`src/hdl/egbc_pkg.sv`:
```
package egbc_pkg;

    // default capture timer width
    localparam int CaptureWidthDef = 16;

    // echo width per cm
    localparam int EchoDiv = 58;

    // distance output saturation
    localparam logic [10:0] DIST_MAX = 11'h7FF;

    // decoupling queue depth between front and back
    localparam int QueueDepth = 4;

    // event kinds on the input beat
    localparam logic [1:0] MODE_ECHO = 2'd0;
    localparam logic [1:0] MODE_HOLD = 2'd1;
    localparam logic [1:0] MODE_STEP = 2'd2;

    // classified work passed from front to back
    localparam logic [1:0] K_NOP  = 2'd0;
    localparam logic [1:0] K_MEAS = 2'd1;
    localparam logic [1:0] K_HOLD = 2'd2;
    localparam logic [1:0] K_STEP = 2'd3;

    // motion state codes
    localparam logic [1:0] ST_IDLE  = 2'd0;
    localparam logic [1:0] ST_OPEN  = 2'd1;
    localparam logic [1:0] ST_CLOSE = 2'd2;

    // configuration register indexes
    localparam logic [1:0] CFG_NEAR   = 2'd0;
    localparam logic [1:0] CFG_HOLD   = 2'd1;
    localparam logic [1:0] CFG_TRAVEL = 2'd2;

    // configuration reset values
    localparam logic [10:0] NEAR_RST   = 11'd20;
    localparam logic [15:0] HOLD_RST   = 16'd1000;
    localparam logic [11:0] TRAVEL_RST = 12'd1365;

    typedef struct packed {
        logic [1:0]  mode;
        logic [15:0] capture_value;
    } t_in;

    typedef struct packed {
        logic [10:0] distance_cm;
        logic        distance_valid;
        logic [2:0]  drive_phase;
        logic        phase_valid;
        logic [1:0]  gate_state;
        logic        gate_open;
        logic        car_arrived;
    } t_out;

    typedef struct packed {
        logic [10:0] near_distance_cm;
        logic [15:0] hold_ticks;
        logic [11:0] travel_steps;
    } t_cfg;

endpackage

```
`src/hdl/egbc_queue.sv`:
```
module egbc_queue #(
    parameter int WIDTH = 8,
    parameter int DEPTH = egbc_pkg::QueueDepth
) (
    input  logic                       i_clk,
    input  logic                       i_rst_n,
    input  logic                       i_push,
    input  logic [WIDTH-1:0]           i_data,
    input  logic                       i_pop,
    output logic                       o_valid,
    output logic [WIDTH-1:0]           o_data,
    output logic [$clog2(DEPTH+1)-1:0] o_count
);
    localparam int PW = $clog2(DEPTH);
    localparam int CW = $clog2(DEPTH+1);

    logic [WIDTH-1:0] r_mem [DEPTH];
    logic [PW-1:0]    r_wr_ptr;
    logic [PW-1:0]    r_rd_ptr;
    logic [CW-1:0]    r_count;
    logic [PW-1:0]    n_wr_ptr;
    logic [PW-1:0]    n_rd_ptr;
    logic [CW-1:0]    n_count;

    // pointer wrap at depth
    always_comb begin
        n_wr_ptr = r_wr_ptr;
        n_rd_ptr = r_rd_ptr;
        n_count  = r_count;
        if (i_push) begin
            n_wr_ptr = (r_wr_ptr == PW'(DEPTH-1)) ? '0 : r_wr_ptr + 1'b1;
        end
        if (i_pop) begin
            n_rd_ptr = (r_rd_ptr == PW'(DEPTH-1)) ? '0 : r_rd_ptr + 1'b1;
        end
        if (i_push && !i_pop) begin
            n_count = r_count + 1'b1;
        end else if (!i_push && i_pop) begin
            n_count = r_count - 1'b1;
        end
    end

    always_ff @(posedge i_clk) begin
        if (!i_rst_n) begin
            r_wr_ptr <= '0;
            r_rd_ptr <= '0;
            r_count  <= '0;
        end else begin
            r_wr_ptr <= n_wr_ptr;
            r_rd_ptr <= n_rd_ptr;
            r_count  <= n_count;
        end
    end

    // storage, no reset
    always_ff @(posedge i_clk) begin
        if (i_push) begin
            r_mem[r_wr_ptr] <= i_data;
        end
    end

    assign o_valid = (r_count != '0);
    assign o_data  = r_mem[r_rd_ptr];
    assign o_count = r_count;
endmodule

```
`src/hdl/egbc_front.sv`:
```
module egbc_front #(
    parameter int CAPTURE_WIDTH = egbc_pkg::CaptureWidthDef,
    parameter int QCW           = 3
) (
    input  logic                         i_clk,
    input  logic                         i_rst_n,
    input  logic                         i_in_valid,
    input  egbc_pkg::t_in                i_in_data,
    output logic                         o_in_stall,
    input  logic [QCW-1:0]               i_q_count,
    output logic                         o_push,
    output logic [1:0]                   o_kind,
    output logic [CAPTURE_WIDTH-6:0]     o_dist
);
    localparam int CW = CAPTURE_WIDTH;
    localparam int DW = CAPTURE_WIDTH - 5;
    localparam logic [CW-1:0] CAP_MAX = {CW{1'b1}};
    // floor(2^CW / 58); estimate is low by at most one
    localparam logic [CW-1:0] RECIP = CW'((64'd1 << CW) / egbc_pkg::EchoDiv);
    localparam logic [CW-1:0] DIV_C = CW'(egbc_pkg::EchoDiv);

    logic              w_accept;
    logic [CW+15:0]    w_cap_ext;
    logic [CW-1:0]     w_cap;
    logic [CW-1:0]     w_width;
    logic [2*CW-1:0]   w_prod;
    logic [CW-1:0]     w_q0_x58;
    logic [CW-1:0]     w_rem;
    logic [QCW+1:0]    w_inflight;

    logic              r_edge_pending;
    logic [CW-1:0]     r_first_time;
    logic              r_s1_valid;
    logic [1:0]        r_s1_kind;
    logic [CW-1:0]     r_s1_width;
    logic              r_s2_valid;
    logic [1:0]        r_s2_kind;
    logic [CW-1:0]     r_s2_width;
    logic [DW-1:0]     r_s2_q0;
    logic [1:0]        n_s1_kind;

    // credit check: queue entries plus beats still in the pipe
    assign w_inflight = (QCW+2)'(i_q_count) + (QCW+2)'(r_s1_valid) + (QCW+2)'(r_s2_valid);
    assign o_in_stall = (w_inflight >= (QCW+2)'(egbc_pkg::QueueDepth));
    assign w_accept   = i_in_valid && !o_in_stall;

    // capture value brought to the timer width
    assign w_cap_ext = {{CW{1'b0}}, i_in_data.capture_value};
    assign w_cap     = w_cap_ext[CW-1:0];

    // echo width with wrap
    assign w_width = (w_cap > r_first_time) ? (w_cap - r_first_time)
                                            : ((CAP_MAX - r_first_time) + w_cap);

    // classify the beat
    always_comb begin
        case (i_in_data.mode)
            egbc_pkg::MODE_ECHO: n_s1_kind = r_edge_pending ? egbc_pkg::K_MEAS
                                                            : egbc_pkg::K_NOP;
            egbc_pkg::MODE_HOLD: n_s1_kind = egbc_pkg::K_HOLD;
            egbc_pkg::MODE_STEP: n_s1_kind = egbc_pkg::K_STEP;
            default:             n_s1_kind = egbc_pkg::K_NOP;
        endcase
    end

    // edge pairing state and stage valids
    always_ff @(posedge i_clk) begin
        if (!i_rst_n) begin
            r_edge_pending <= 1'b0;
            r_s1_valid     <= 1'b0;
            r_s2_valid     <= 1'b0;
        end else begin
            r_s1_valid <= w_accept;
            r_s2_valid <= r_s1_valid;
            if (w_accept && i_in_data.mode == egbc_pkg::MODE_ECHO) begin
                r_edge_pending <= !r_edge_pending;
            end
        end
    end

    // stage 1: width; stage 2: reciprocal product
    assign w_prod = (2*CW)'(r_s1_width) * (2*CW)'(RECIP);

    always_ff @(posedge i_clk) begin
        if (w_accept && i_in_data.mode == egbc_pkg::MODE_ECHO && !r_edge_pending) begin
            r_first_time <= w_cap;
        end
        r_s1_kind  <= n_s1_kind;
        r_s1_width <= w_width;
        r_s2_kind  <= r_s1_kind;
        r_s2_width <= r_s1_width;
        r_s2_q0    <= w_prod[CW+DW-1:CW];
    end

    // stage 3: remainder correction, push into queue
    assign w_q0_x58 = CW'(CW'(r_s2_q0) * DIV_C);
    assign w_rem    = r_s2_width - w_q0_x58;
    assign o_dist   = r_s2_q0 + DW'(w_rem >= DIV_C);
    assign o_kind   = r_s2_kind;
    assign o_push   = r_s2_valid;
endmodule

```
`src/hdl/egbc_back.sv`:
```
module egbc_back #(
    parameter int CAPTURE_WIDTH = egbc_pkg::CaptureWidthDef
) (
    input  logic                     i_clk,
    input  logic                     i_rst_n,
    input  egbc_pkg::t_cfg           i_cfg,
    input  logic                     i_q_valid,
    input  logic [1:0]               i_kind,
    input  logic [CAPTURE_WIDTH-6:0] i_dist,
    output logic                     o_pop,
    output logic                     o_out_valid,
    output egbc_pkg::t_out           o_out_data,
    input  logic                     i_out_stall
);
    localparam int DW   = CAPTURE_WIDTH - 5;
    localparam int CMPW = (DW > 11) ? DW : 11;

    logic [CMPW-1:0] w_dist;
    logic [CMPW-1:0] w_near;
    logic [15:0]     w_hold_inc;
    logic [2:0]      w_step_lo;

    logic            r_out_valid;
    egbc_pkg::t_out  r_out_data;
    egbc_pkg::t_out  n_out_data;
    logic [1:0]      r_state;
    logic [1:0]      n_state;
    logic            r_latched;
    logic            n_latched;
    logic            r_up;
    logic            n_up;
    logic [15:0]     r_hold_count;
    logic [15:0]     n_hold_count;
    logic [11:0]     r_step_index;
    logic [11:0]     n_step_index;
    logic            r_hold_on;
    logic            n_hold_on;
    logic            r_step_on;
    logic            n_step_on;

    // take the next queue entry whenever the output slot frees
    assign o_pop = i_q_valid && (!r_out_valid || !i_out_stall);

    assign w_dist     = CMPW'(i_dist);
    assign w_near     = CMPW'(i_cfg.near_distance_cm);
    assign w_hold_inc = r_hold_count + 16'd1;
    assign w_step_lo  = r_step_index[2:0];

    // motion control
    always_comb begin
        n_state      = r_state;
        n_latched    = r_latched;
        n_up         = r_up;
        n_hold_count = r_hold_count;
        n_step_index = r_step_index;
        n_hold_on    = r_hold_on;
        n_step_on    = r_step_on;
        n_out_data   = '0;
        case (i_kind)
            egbc_pkg::K_MEAS: begin
                n_out_data.distance_valid = 1'b1;
                n_out_data.distance_cm    = (w_dist > CMPW'(egbc_pkg::DIST_MAX))
                                            ? egbc_pkg::DIST_MAX : w_dist[10:0];
                if (w_dist < w_near && !r_latched) begin
                    n_hold_count            = '0;
                    n_state                 = egbc_pkg::ST_OPEN;
                    n_out_data.car_arrived  = 1'b1;
                    n_latched               = 1'b1;
                    n_hold_on               = 1'b1;
                    n_step_on               = 1'b1;
                end else if (w_dist > w_near && r_up && r_state != egbc_pkg::ST_CLOSE) begin
                    n_hold_count = '0;
                    n_state      = egbc_pkg::ST_CLOSE;
                    n_hold_on    = 1'b1;
                    n_step_on    = 1'b1;
                end
            end
            egbc_pkg::K_HOLD: begin
                if (r_hold_on) begin
                    if (r_state == egbc_pkg::ST_OPEN) begin
                        n_hold_count = w_hold_inc;
                        if (w_hold_inc >= i_cfg.hold_ticks) begin
                            n_up         = 1'b1;
                            n_latched    = 1'b1;
                            n_state      = egbc_pkg::ST_IDLE;
                            n_hold_count = '0;
                            n_hold_on    = 1'b0;
                        end
                    end else if (r_state == egbc_pkg::ST_CLOSE) begin
                        n_hold_count = w_hold_inc;
                        if (w_hold_inc >= i_cfg.hold_ticks) begin
                            n_up      = 1'b0;
                            n_latched = 1'b0;
                            n_state   = egbc_pkg::ST_IDLE;
                            n_hold_on = 1'b0;
                        end
                    end else begin
                        n_hold_count = '0;
                    end
                end
            end
            egbc_pkg::K_STEP: begin
                if (r_step_on) begin
                    if (r_state inside {egbc_pkg::ST_OPEN, egbc_pkg::ST_CLOSE}) begin
                        if (r_step_index < i_cfg.travel_steps) begin
                            n_out_data.drive_phase = (r_state == egbc_pkg::ST_OPEN)
                                                     ? w_step_lo : (3'd7 - w_step_lo);
                            n_out_data.phase_valid = 1'b1;
                            n_step_index           = r_step_index + 12'd1;
                        end else begin
                            n_step_index = '0;
                            n_step_on    = 1'b0;
                        end
                    end else begin
                        n_step_index = '0;
                    end
                end
            end
            default: begin
            end
        endcase
        n_out_data.gate_state = n_state;
        n_out_data.gate_open  = n_up;
    end

    // state and output slot
    always_ff @(posedge i_clk) begin
        if (!i_rst_n) begin
            r_out_valid  <= 1'b0;
            r_state      <= egbc_pkg::ST_IDLE;
            r_latched    <= 1'b0;
            r_up         <= 1'b0;
            r_hold_count <= '0;
            r_step_index <= '0;
            r_hold_on    <= 1'b0;
            r_step_on    <= 1'b0;
        end else begin
            if (o_pop) begin
                r_out_valid  <= 1'b1;
                r_state      <= n_state;
                r_latched    <= n_latched;
                r_up         <= n_up;
                r_hold_count <= n_hold_count;
                r_step_index <= n_step_index;
                r_hold_on    <= n_hold_on;
                r_step_on    <= n_step_on;
            end else if (!i_out_stall) begin
                r_out_valid <= 1'b0;
            end
        end
    end

    always_ff @(posedge i_clk) begin
        if (o_pop) begin
            r_out_data <= n_out_data;
        end
    end

    assign o_out_valid = r_out_valid;
    assign o_out_data  = r_out_data;
endmodule

```
`src/hdl/echo_gated_barrier_controller.sv`:
```
// Echo-gated barrier controller.
// Input channel (i_in_valid / o_in_stall, payload i_in_data): one beat per event,
// either an echo capture edge with its timer value, a hold-timer tick or a
// step-timer tick. Edges pair up: the second of a pair yields a distance.
// Output channel (o_out_valid / i_out_stall, payload o_out_data): exactly one
// result beat per input beat, in order, carrying distance, stepper phase,
// gate state and the arrival pulse.
// Config channel (i_cfg_valid / o_cfg_ready): index 0 threshold, 1 hold ticks,
// 2 travel steps. Always ready; write only while the block is idle.
// Path from input beat to result beat: width, reciprocal
// multiply, correction into a 4-entry queue, then the motion unit.
// Throughput: one beat per cycle while the receiver does not stall.
// Reset clears the edge pairing, motion state, counters and timers, and loads
// the register defaults (20 cm, 1000 ticks, 1365 steps).
// When the receiver stalls, the output slot holds, the queue fills, and the
// input stalls once queue plus in-flight beats reach the queue depth.
module echo_gated_barrier_controller #(
    parameter int CAPTURE_WIDTH = egbc_pkg::CaptureWidthDef
) (
    input  logic           i_clk,
    input  logic           i_rst_n,
    input  logic           i_in_valid,
    input  egbc_pkg::t_in  i_in_data,
    output logic           o_in_stall,
    output logic           o_out_valid,
    output egbc_pkg::t_out o_out_data,
    input  logic           i_out_stall,
    input  logic           i_cfg_valid,
    output logic           o_cfg_ready,
    input  logic [1:0]     i_cfg_index,
    input  logic [15:0]    i_cfg_data
);
    localparam int DW  = CAPTURE_WIDTH - 5;
    localparam int QCW = $clog2(egbc_pkg::QueueDepth + 1);

    egbc_pkg::t_cfg  r_cfg;
    logic            w_push;
    logic [1:0]      w_push_kind;
    logic [DW-1:0]   w_push_dist;
    logic            w_pop;
    logic            w_q_valid;
    logic [DW+1:0]   w_q_data;
    logic [QCW-1:0]  w_q_count;

    // configuration registers
    assign o_cfg_ready = 1'b1;

    always_ff @(posedge i_clk) begin
        if (!i_rst_n) begin
            r_cfg.near_distance_cm <= egbc_pkg::NEAR_RST;
            r_cfg.hold_ticks       <= egbc_pkg::HOLD_RST;
            r_cfg.travel_steps     <= egbc_pkg::TRAVEL_RST;
        end else if (i_cfg_valid) begin
            case (i_cfg_index)
                egbc_pkg::CFG_NEAR:   r_cfg.near_distance_cm <= i_cfg_data[10:0];
                egbc_pkg::CFG_HOLD:   r_cfg.hold_ticks       <= i_cfg_data;
                egbc_pkg::CFG_TRAVEL: r_cfg.travel_steps     <= i_cfg_data[11:0];
                default: begin
                end
            endcase
        end
    end

    egbc_front #(
        .CAPTURE_WIDTH (CAPTURE_WIDTH),
        .QCW           (QCW)
    ) u_front (
        .i_clk      (i_clk),
        .i_rst_n    (i_rst_n),
        .i_in_valid (i_in_valid),
        .i_in_data  (i_in_data),
        .o_in_stall (o_in_stall),
        .i_q_count  (w_q_count),
        .o_push     (w_push),
        .o_kind     (w_push_kind),
        .o_dist     (w_push_dist)
    );

    egbc_queue #(
        .WIDTH (DW + 2),
        .DEPTH (egbc_pkg::QueueDepth)
    ) u_queue (
        .i_clk   (i_clk),
        .i_rst_n (i_rst_n),
        .i_push  (w_push),
        .i_data  ({w_push_kind, w_push_dist}),
        .i_pop   (w_pop),
        .o_valid (w_q_valid),
        .o_data  (w_q_data),
        .o_count (w_q_count)
    );

    egbc_back #(
        .CAPTURE_WIDTH (CAPTURE_WIDTH)
    ) u_back (
        .i_clk       (i_clk),
        .i_rst_n     (i_rst_n),
        .i_cfg       (r_cfg),
        .i_q_valid   (w_q_valid),
        .i_kind      (w_q_data[DW+1:DW]),
        .i_dist      (w_q_data[DW-1:0]),
        .o_pop       (w_pop),
        .o_out_valid (o_out_valid),
        .o_out_data  (o_out_data),
        .i_out_stall (i_out_stall)
    );

    // credit scheme must never overrun the queue
    assert property (@(posedge i_clk) disable iff (!i_rst_n)
        w_push && !w_pop |-> w_q_count < QCW'(egbc_pkg::QueueDepth))
        else $error("decoupling queue overrun");

    // an arrival pulse only comes with a measurement that starts opening
    assert property (@(posedge i_clk) disable iff (!i_rst_n)
        o_out_valid && o_out_data.car_arrived |->
            o_out_data.distance_valid && o_out_data.gate_state == egbc_pkg::ST_OPEN)
        else $error("arrival without opening measurement");

    // a result never carries both a measurement and a phase
    assert property (@(posedge i_clk) disable iff (!i_rst_n)
        o_out_valid |-> !(o_out_data.distance_valid && o_out_data.phase_valid))
        else $error("distance and phase in one result");

    // a phase is only emitted while a motion is under way
    assert property (@(posedge i_clk) disable iff (!i_rst_n)
        o_out_valid && o_out_data.phase_valid |->
            o_out_data.gate_state == egbc_pkg::ST_OPEN ||
            o_out_data.gate_state == egbc_pkg::ST_CLOSE)
        else $error("phase emitted while idle");
endmodule
```
`config.mk`:
```
export PLATFORM = sky130hd
export DESIGN_NAME = echo_gated_barrier_controller
export DESIGN_NICKNAME = d
export VERILOG_FILES = /design/src/hdl/egbc_pkg.sv /design/src/hdl/egbc_queue.sv /design/src/hdl/egbc_front.sv /design/src/hdl/egbc_back.sv /design/src/hdl/echo_gated_barrier_controller.sv
export SDC_FILE = /design/constraint.sdc
export NUM_CORES = 1
export LEC_CHECK = 0
export BUFFER_PORTS_ARGS = -buffer_cell sky130_fd_sc_hd__buf_2
export CAP_MARGIN = 40
export CORE_ASPECT_RATIO = 0.75
export CORE_MARGIN = 3
export CORE_UTILIZATION = 60
export CTS_CLUSTER_SIZE = 16
export DETAILED_ROUTE_END_ITERATION = 10
export GPL_TIMING_DRIVEN = 1
export HOLD_SLACK_MARGIN = 0.15
export PLACE_DENSITY = 0.9
export RECOVER_POWER = 100
export SETUP_SLACK_MARGIN = 0.5
export SLEW_MARGIN = 20
export SYNTH_ARGS = -nofsm -noshare
export SYNTH_HDL_FRONTEND = slang
export SYNTH_HIERARCHICAL = 1
export SYNTH_SLANG_ARGS = --single-unit
```
`constraint.sdc`:
```
create_clock -name i_clk -period 14.5 [get_ports i_clk]
set_input_delay 0.725 -clock i_clk [delete_from_list [all_inputs] [get_ports i_clk]]
set_output_delay 0.725 -clock i_clk [all_outputs]
set_load 0.005 [all_outputs]
```
# Word-level counts from Yosys, hierarchy flattened
# Memories as Yosys holds them, arrays and structs flattened. A register that Yosys moved wholly into a read port is not among the register bits.
# Cells that the tools add are included.
# totals
regBits	167
ramBits	52
output_inout_bits	23
mem_count	1
# classes
addsub	14
n_mul	2
magnitude_cmp	8
n_eq_ne	18
mux	58
reduce_logical	34
# mem_list
name	depth	word_bits	read_ports	rd_ports_with_merged_regs	write_ports	line_no	text
u_queue.r_mem	4	13	1	1	1	egbc_queue.sv:17	logic [WIDTH-1:0] r_mem [DEPTH];
# op_table
cell	n
16-bit 2-to-1 mux	7
16-bit one-hot mux with 2 select lines	1
16-bit subtractor	2
1-bit 2-to-1 mux	29
16-bit by 11-bit multiplier with 27-bit output, second input constant	1
12-bit 2-to-1 mux	2
2-bit 2-to-1 mux	10
16-bit by 1-bit adder with 16-bit output, second input constant	1
16-bit adder	1
16-bit >= comparator	1
16-bit by 6-bit >= comparator with 1-bit output, second input constant	1
16-bit greater-than comparator	1
16-bit subtractor, first input constant	1
11-bit by 5-bit multiplier with 15-bit output, second input constant	1
2-bit == test, second input constant	7
12-bit by 1-bit adder with 12-bit output, second input constant	1
12-bit < comparator	1
3-bit AND reduction	4
11-bit by 1-bit adder with 11-bit output	1
11-bit greater-than comparator	1
11-bit greater-than comparator, second input constant	1
11-bit < comparator	1
11-bit 2-to-1 mux	1
1-bit logical AND	9
23 further kinds	48

# Longest topological paths before layout
# logic_depth
word_depth	7
depth_mapped	28
ltp_nobuf	28

# Hierarchy
# Netlist, hierarchy kept.
# modules_own_cells
mod	instances	cells_each	area_per_inst_um2	seq_area_each_um2
egbc_front	1	785	7355.8	1461.4
egbc_back	1	456	3988.8	1301.2
egbc_queue	1	110	2333.5	1741.7
echo_gated_barrier_controller	1	163	1592.8	780.7

# Worst setup path before layout
# No wires, ideal clock.
# synth_timing
path_kind	register -> register
from	register u_front.r_s2_q0[1]
to	memory u_queue/r_mem[0][9] (netlist name) (data pin)
arrival_ns	5.276
required_time_ns	14.222
slack_ns	8.946
stages_incl_launch_ff	27
n_path_buf	0
cell_sequence	dfxtp_1 -> inv_1 -> fa_1 -> inv_1 -> ha_1 -> fa_1 -> ha_1 -> a21oi_1 -> nor2_1 -> nor2_1 -> o21bai_1 -> a21oi_1 -> o21ai_0 -> a21o_1 -> xnor2_1 -> ha_1 -> nor3b_1 -> a21oi_1 -> o31ai_1 -> or2_2 -> xnor2_1 -> nor4bb_1 -> nand3_1 -> ha_1 -> and3_1 -> nand3_1 -> xnor2_1
# synth_between
elab_chain_cells	4
# synth_rtl
element	line_no	text
start, declared	egbc_front.sv:39	logic [DW-1:0] r_s2_q0;
start signal, assigned	egbc_front.sv:92	r_s2_q0 <= w_prod[CW+DW-1:CW];
11-bit by 5-bit multiplier with 15-bit output	egbc_front.sv:96	assign w_q0_x58 = CW'(CW'(r_s2_q0) * DIV_C);
16-bit subtractor	egbc_front.sv:97	assign w_rem = r_s2_width - w_q0_x58;
16-bit by 6-bit >= comparator with 1-bit output	egbc_front.sv:98	assign o_dist = r_s2_q0 + DW'(w_rem >= DIV_C);
11-bit by 1-bit adder with 11-bit output (*)	egbc_front.sv:98	
named net w_push_dist[9]	echo_gated_barrier_controller.sv:39	logic [DW-1:0] w_push_dist;
end, declared	egbc_queue.sv:17	
# Mark *: on every way through the listed nets, which the timed path passes. The rest lies on a longest branch.

# Final worst setup path
# layout_timing
from	register u_front.r_s2_q0[2]
to	memory u_queue/r_mem[0][2] (netlist name) (data pin)
# The elaborated chain is that of the path after synthesis.

==> results by stage <==
Routing:
- The final antenna-violating net count is 0.
- The total length of routed wires is 34200 um.
- The number of detailed-route iterations in the first pass is 6.
- In the routed design, unresolved DRC markers number 0.
- The number of vias per cell is 5.88.
- After the first detailed-routing iteration, the DRC count stood at 1011.
- The wire length per cell after detailed routing is 17.9 um.
- The total number of vias is 11300.

Clock network:
- The setup fix buffers added after clock tree synthesis is 0.
- The root cell of the clock tree is clkbuf_16.
- Gates resized during post-CTS repair numbered 0.
- The quantity of hold-fixing buffers added after cts is 0.
- The maximum number of buffers from clock root to sink is 3.
- The clock-pin slew of the registers on the worst-case setup and hold paths is 0.06 ns.
- The tree built by TritonCTS fans out to 220 sinks.
- The total CTS buffers is 23.
- At the later pin of the worst-skew pair, clock insertion delay measures 0.53 ns.
- TritonCTS built the clock tree.
- CTS built an H-tree with a depth of 1.

Timing:
- For the final database, setup skew stands at 0.00960 ns.
- The achievable frequency is 156 MHz.
- The slew at the pin closest to its max-slew limit is 2.77 ns.
- The post-route minimum period is 6.40 ns.
- Setup repair after global routing left no endpoint under its margin.
- The total of endpoints with negative setup slack in the final report is 0.
- After layout, the worst path uses 44.2% of the clock period.
- The worst pin sits at a relative slew slack of -84.5%.
- The final number of hold-violating endpoints was 0.
- The number of pins exceeding their max-slew limit in the final report is 110.
- The setup TNS is 0 ns.

Floorplanning:
- The number of primary I/O pins is 64.
- The full die area is 27400 um2.
- The horizontal die dimension is 190 um.
- The initialized floorplan defines 49 standard-cell rows.
- The core footprint is 24500 um2.
- Once the floorplan was initialized, standard cells occupied 62.4% of the core.
- The height of the chip is 144 um.

Global route:
- The sum of overflow across all layers after global routing is 0.
- Global routing used 25.1% of the available tracks.
- Entering global routing, the biggest net connects 72 pins.
- The number of global-route vias before repair is 11300.
- The first-pass GRT wire length is 56100 um.
- The number of antenna violations at the first check in global routing is 0.

Place:
- The placement-stage cell area is 15800 um2.
- The number of port buffers is 62.
- The detailed placement HPWL is 25000 um.
- The congestion estimate from routability-driven global placement came to 0.906.

Run:
- The tool flagged a number of max-cap violations equal to 2.

Logic synthesis:
- The netlist area before placement is 15300 um2.
- The most instantiated flip-flop cell in the synthesis netlist is dfxtp_1.
- Counting flops with a built-in enable in the synthesized netlist gives 88.
- Synthesis produced 1514 cells.
- The synthesized area divided by synthesized cell count is 10.1 um2.
- The share of synthesized flip-flops with an asynchronous set or reset is 0%.
- The number of nets in the synthesized netlist is 1825.
- Counting flops and latches in the post-synthesis netlist gives 220.
- The number of synthesis warnings is 6.
- The sequential fraction of the synthesis area is 34.6%.
- The number of library cell types mapped by synthesis is 84.

Cells and area:
- The area of all placed cells without fillers is 16500 um2.
- The final core utilization is 67.4%.
- In the layout the commonest cells are inv_1, ha_1, dfxtp_1.
- The repair_antennas step left the layout with diodes totalling 0.
- The library cell used most frequently in the layout, excluding fill and tap cells, is inv_1.
- The ratio of cells with drive above 1 in the final layout is 6.63%.
- The area growth from synthesis to layout is 7.98%.
- After filler insertion, the fill cell instance count of the layout stands at 1719.
- The total number of nets in the final design is 1878.

Setup path:
- For this run, the slowest stage of the critical path takes 0.56 ns.
- The required time of the critical path is 14.78 ns.
- The critical path startpoint category is a flop.
- On the critical path, the stage with the largest delay is an instance of fa_1.
- The largest fanout on the critical path is 8.
- The buffers plus inverters on the worst setup path is 5.
- The endpoint kind of the worst setup timing path is a flop.
- The worst register-to-register path begins at u_front/r_s2_q0[2].
- The launch point of the worst path is u_front/r_s2_q0[2].
- At the worst endpoint, the arrival time is 6.68 ns.
- The kind of cell adding the most delay to the critical path is adder cells.
- The type of the worst setup path is flop to flop.

Run status:
- The final reports fail on max-capacitance violations, max-slew violations.
- The flow ran to the end, but the final reports show violations.

Hold path:
- The start point of the worst hold path is u_front/r_s1_kind[0].
- The worst hold path belongs to the class flop to flop.
==> layout make-up <==
class | instances | area [um2] | area share [%]
well taps | 331 | 414 | 2.51
clock inverters | 10 | 140 | 0.850
multi-input cells | 1023 | 8820 | 53.5
clock buffers | 32 | 629 | 3.82
inverters | 229 | 860 | 5.21
repair buffers | 70 | 337 | 2.04
flip-flops and latches | 220 | 5290 | 32.1
==> registers in the layout (all words and copies together) (netlist names), 2 cells and up, named ones only <==
signal	cells
u_front/o_kind	2
u_front/r_s2_width	15
u_front/r_s1_kind	2
u_front/r_first_time	16
u_queue/r_rd_ptr	2
u_queue/r_wr_ptr	2
u_queue/r_mem	52
u_back/o_out_data	20
u_front/r_s1_width	16
u_front/r_s2_q0	11
r_cfg	39
u_back/r_state	2
u_back/r_step_index	12
u_queue/o_count	3
u_back/r_hold_count	16
==> synthesized netlist by cell type (all sizes together) (22+ instances only) <==
library cell | number | area share, %
inv | 228 | 5.6
ha | 216 | 18
dfxtp | 132 | 17
nand2 | 108 | 2.7
edfxtp | 88 | 17
a21oi | 60 | 2.1
nor2 | 59 | 1.5
fa | 54 | 7.1
xnor2 | 49 | 2.8
o21ai | 47 | 1.6
nand3 | 44 | 1.4
mux2i | 39 | 2.6
nor2b | 30 | 1.2
and3 | 24 | 1.0
and2 | 22 | 0.90
==> through the flow <==
step,worst slack [ns],hold WS [ns],cells
CTS,8.21,0.339,1914
detailed placement,8.32,0.331,1872
global placement,8.56,0.313,1868
floorplan,8.95,0.310,1514
finish,8.10,0.345,1915
global route,7.62,0.338,1915
==> layer usage <==
metal / global-route usage (%) / wire length [um] / part of all wire [%]
met1: 32.5 / 14600 / 43
met2: 43.4 / 16500 / 48
met3: 4.12 / 2100 / 6.1
met4: 8.26 / 1050 / 3.1
met5: 0 / 0 / 0
==> final timing paths <==
path                    endpoint  slack, ns  cells after the start
max reg2reg  u_queue/r_mem[0][2]       8.10                     27
min            u_front/o_kind[0]       0.34                      0
min reg2reg    u_front/o_kind[0]       0.34                      0
max          u_queue/r_mem[0][2]       8.10                     27
==> logic make-up after synthesis <==
| group | Yosys count | synth area share [%] |
|---|---|---|
| buffers and inverters | 271 | 7.12 |
| DFF | 220 | 34.6 |
| muxes | 52 | 4.55 |
| and+or+nand+nor | 374 | 12.6 |
| xor gates and xnor gates | 68 | 3.90 |
| AOI/OAI and AO/OA | 258 | 12.4 |
| adders and majority gates | 270 | 24.8 |
| other | 1 | 0.0246 |
Power is left out: the tool's default activity adds up to more than one toggle a clock period on the data nets, which glitch-free logic cannot reach.
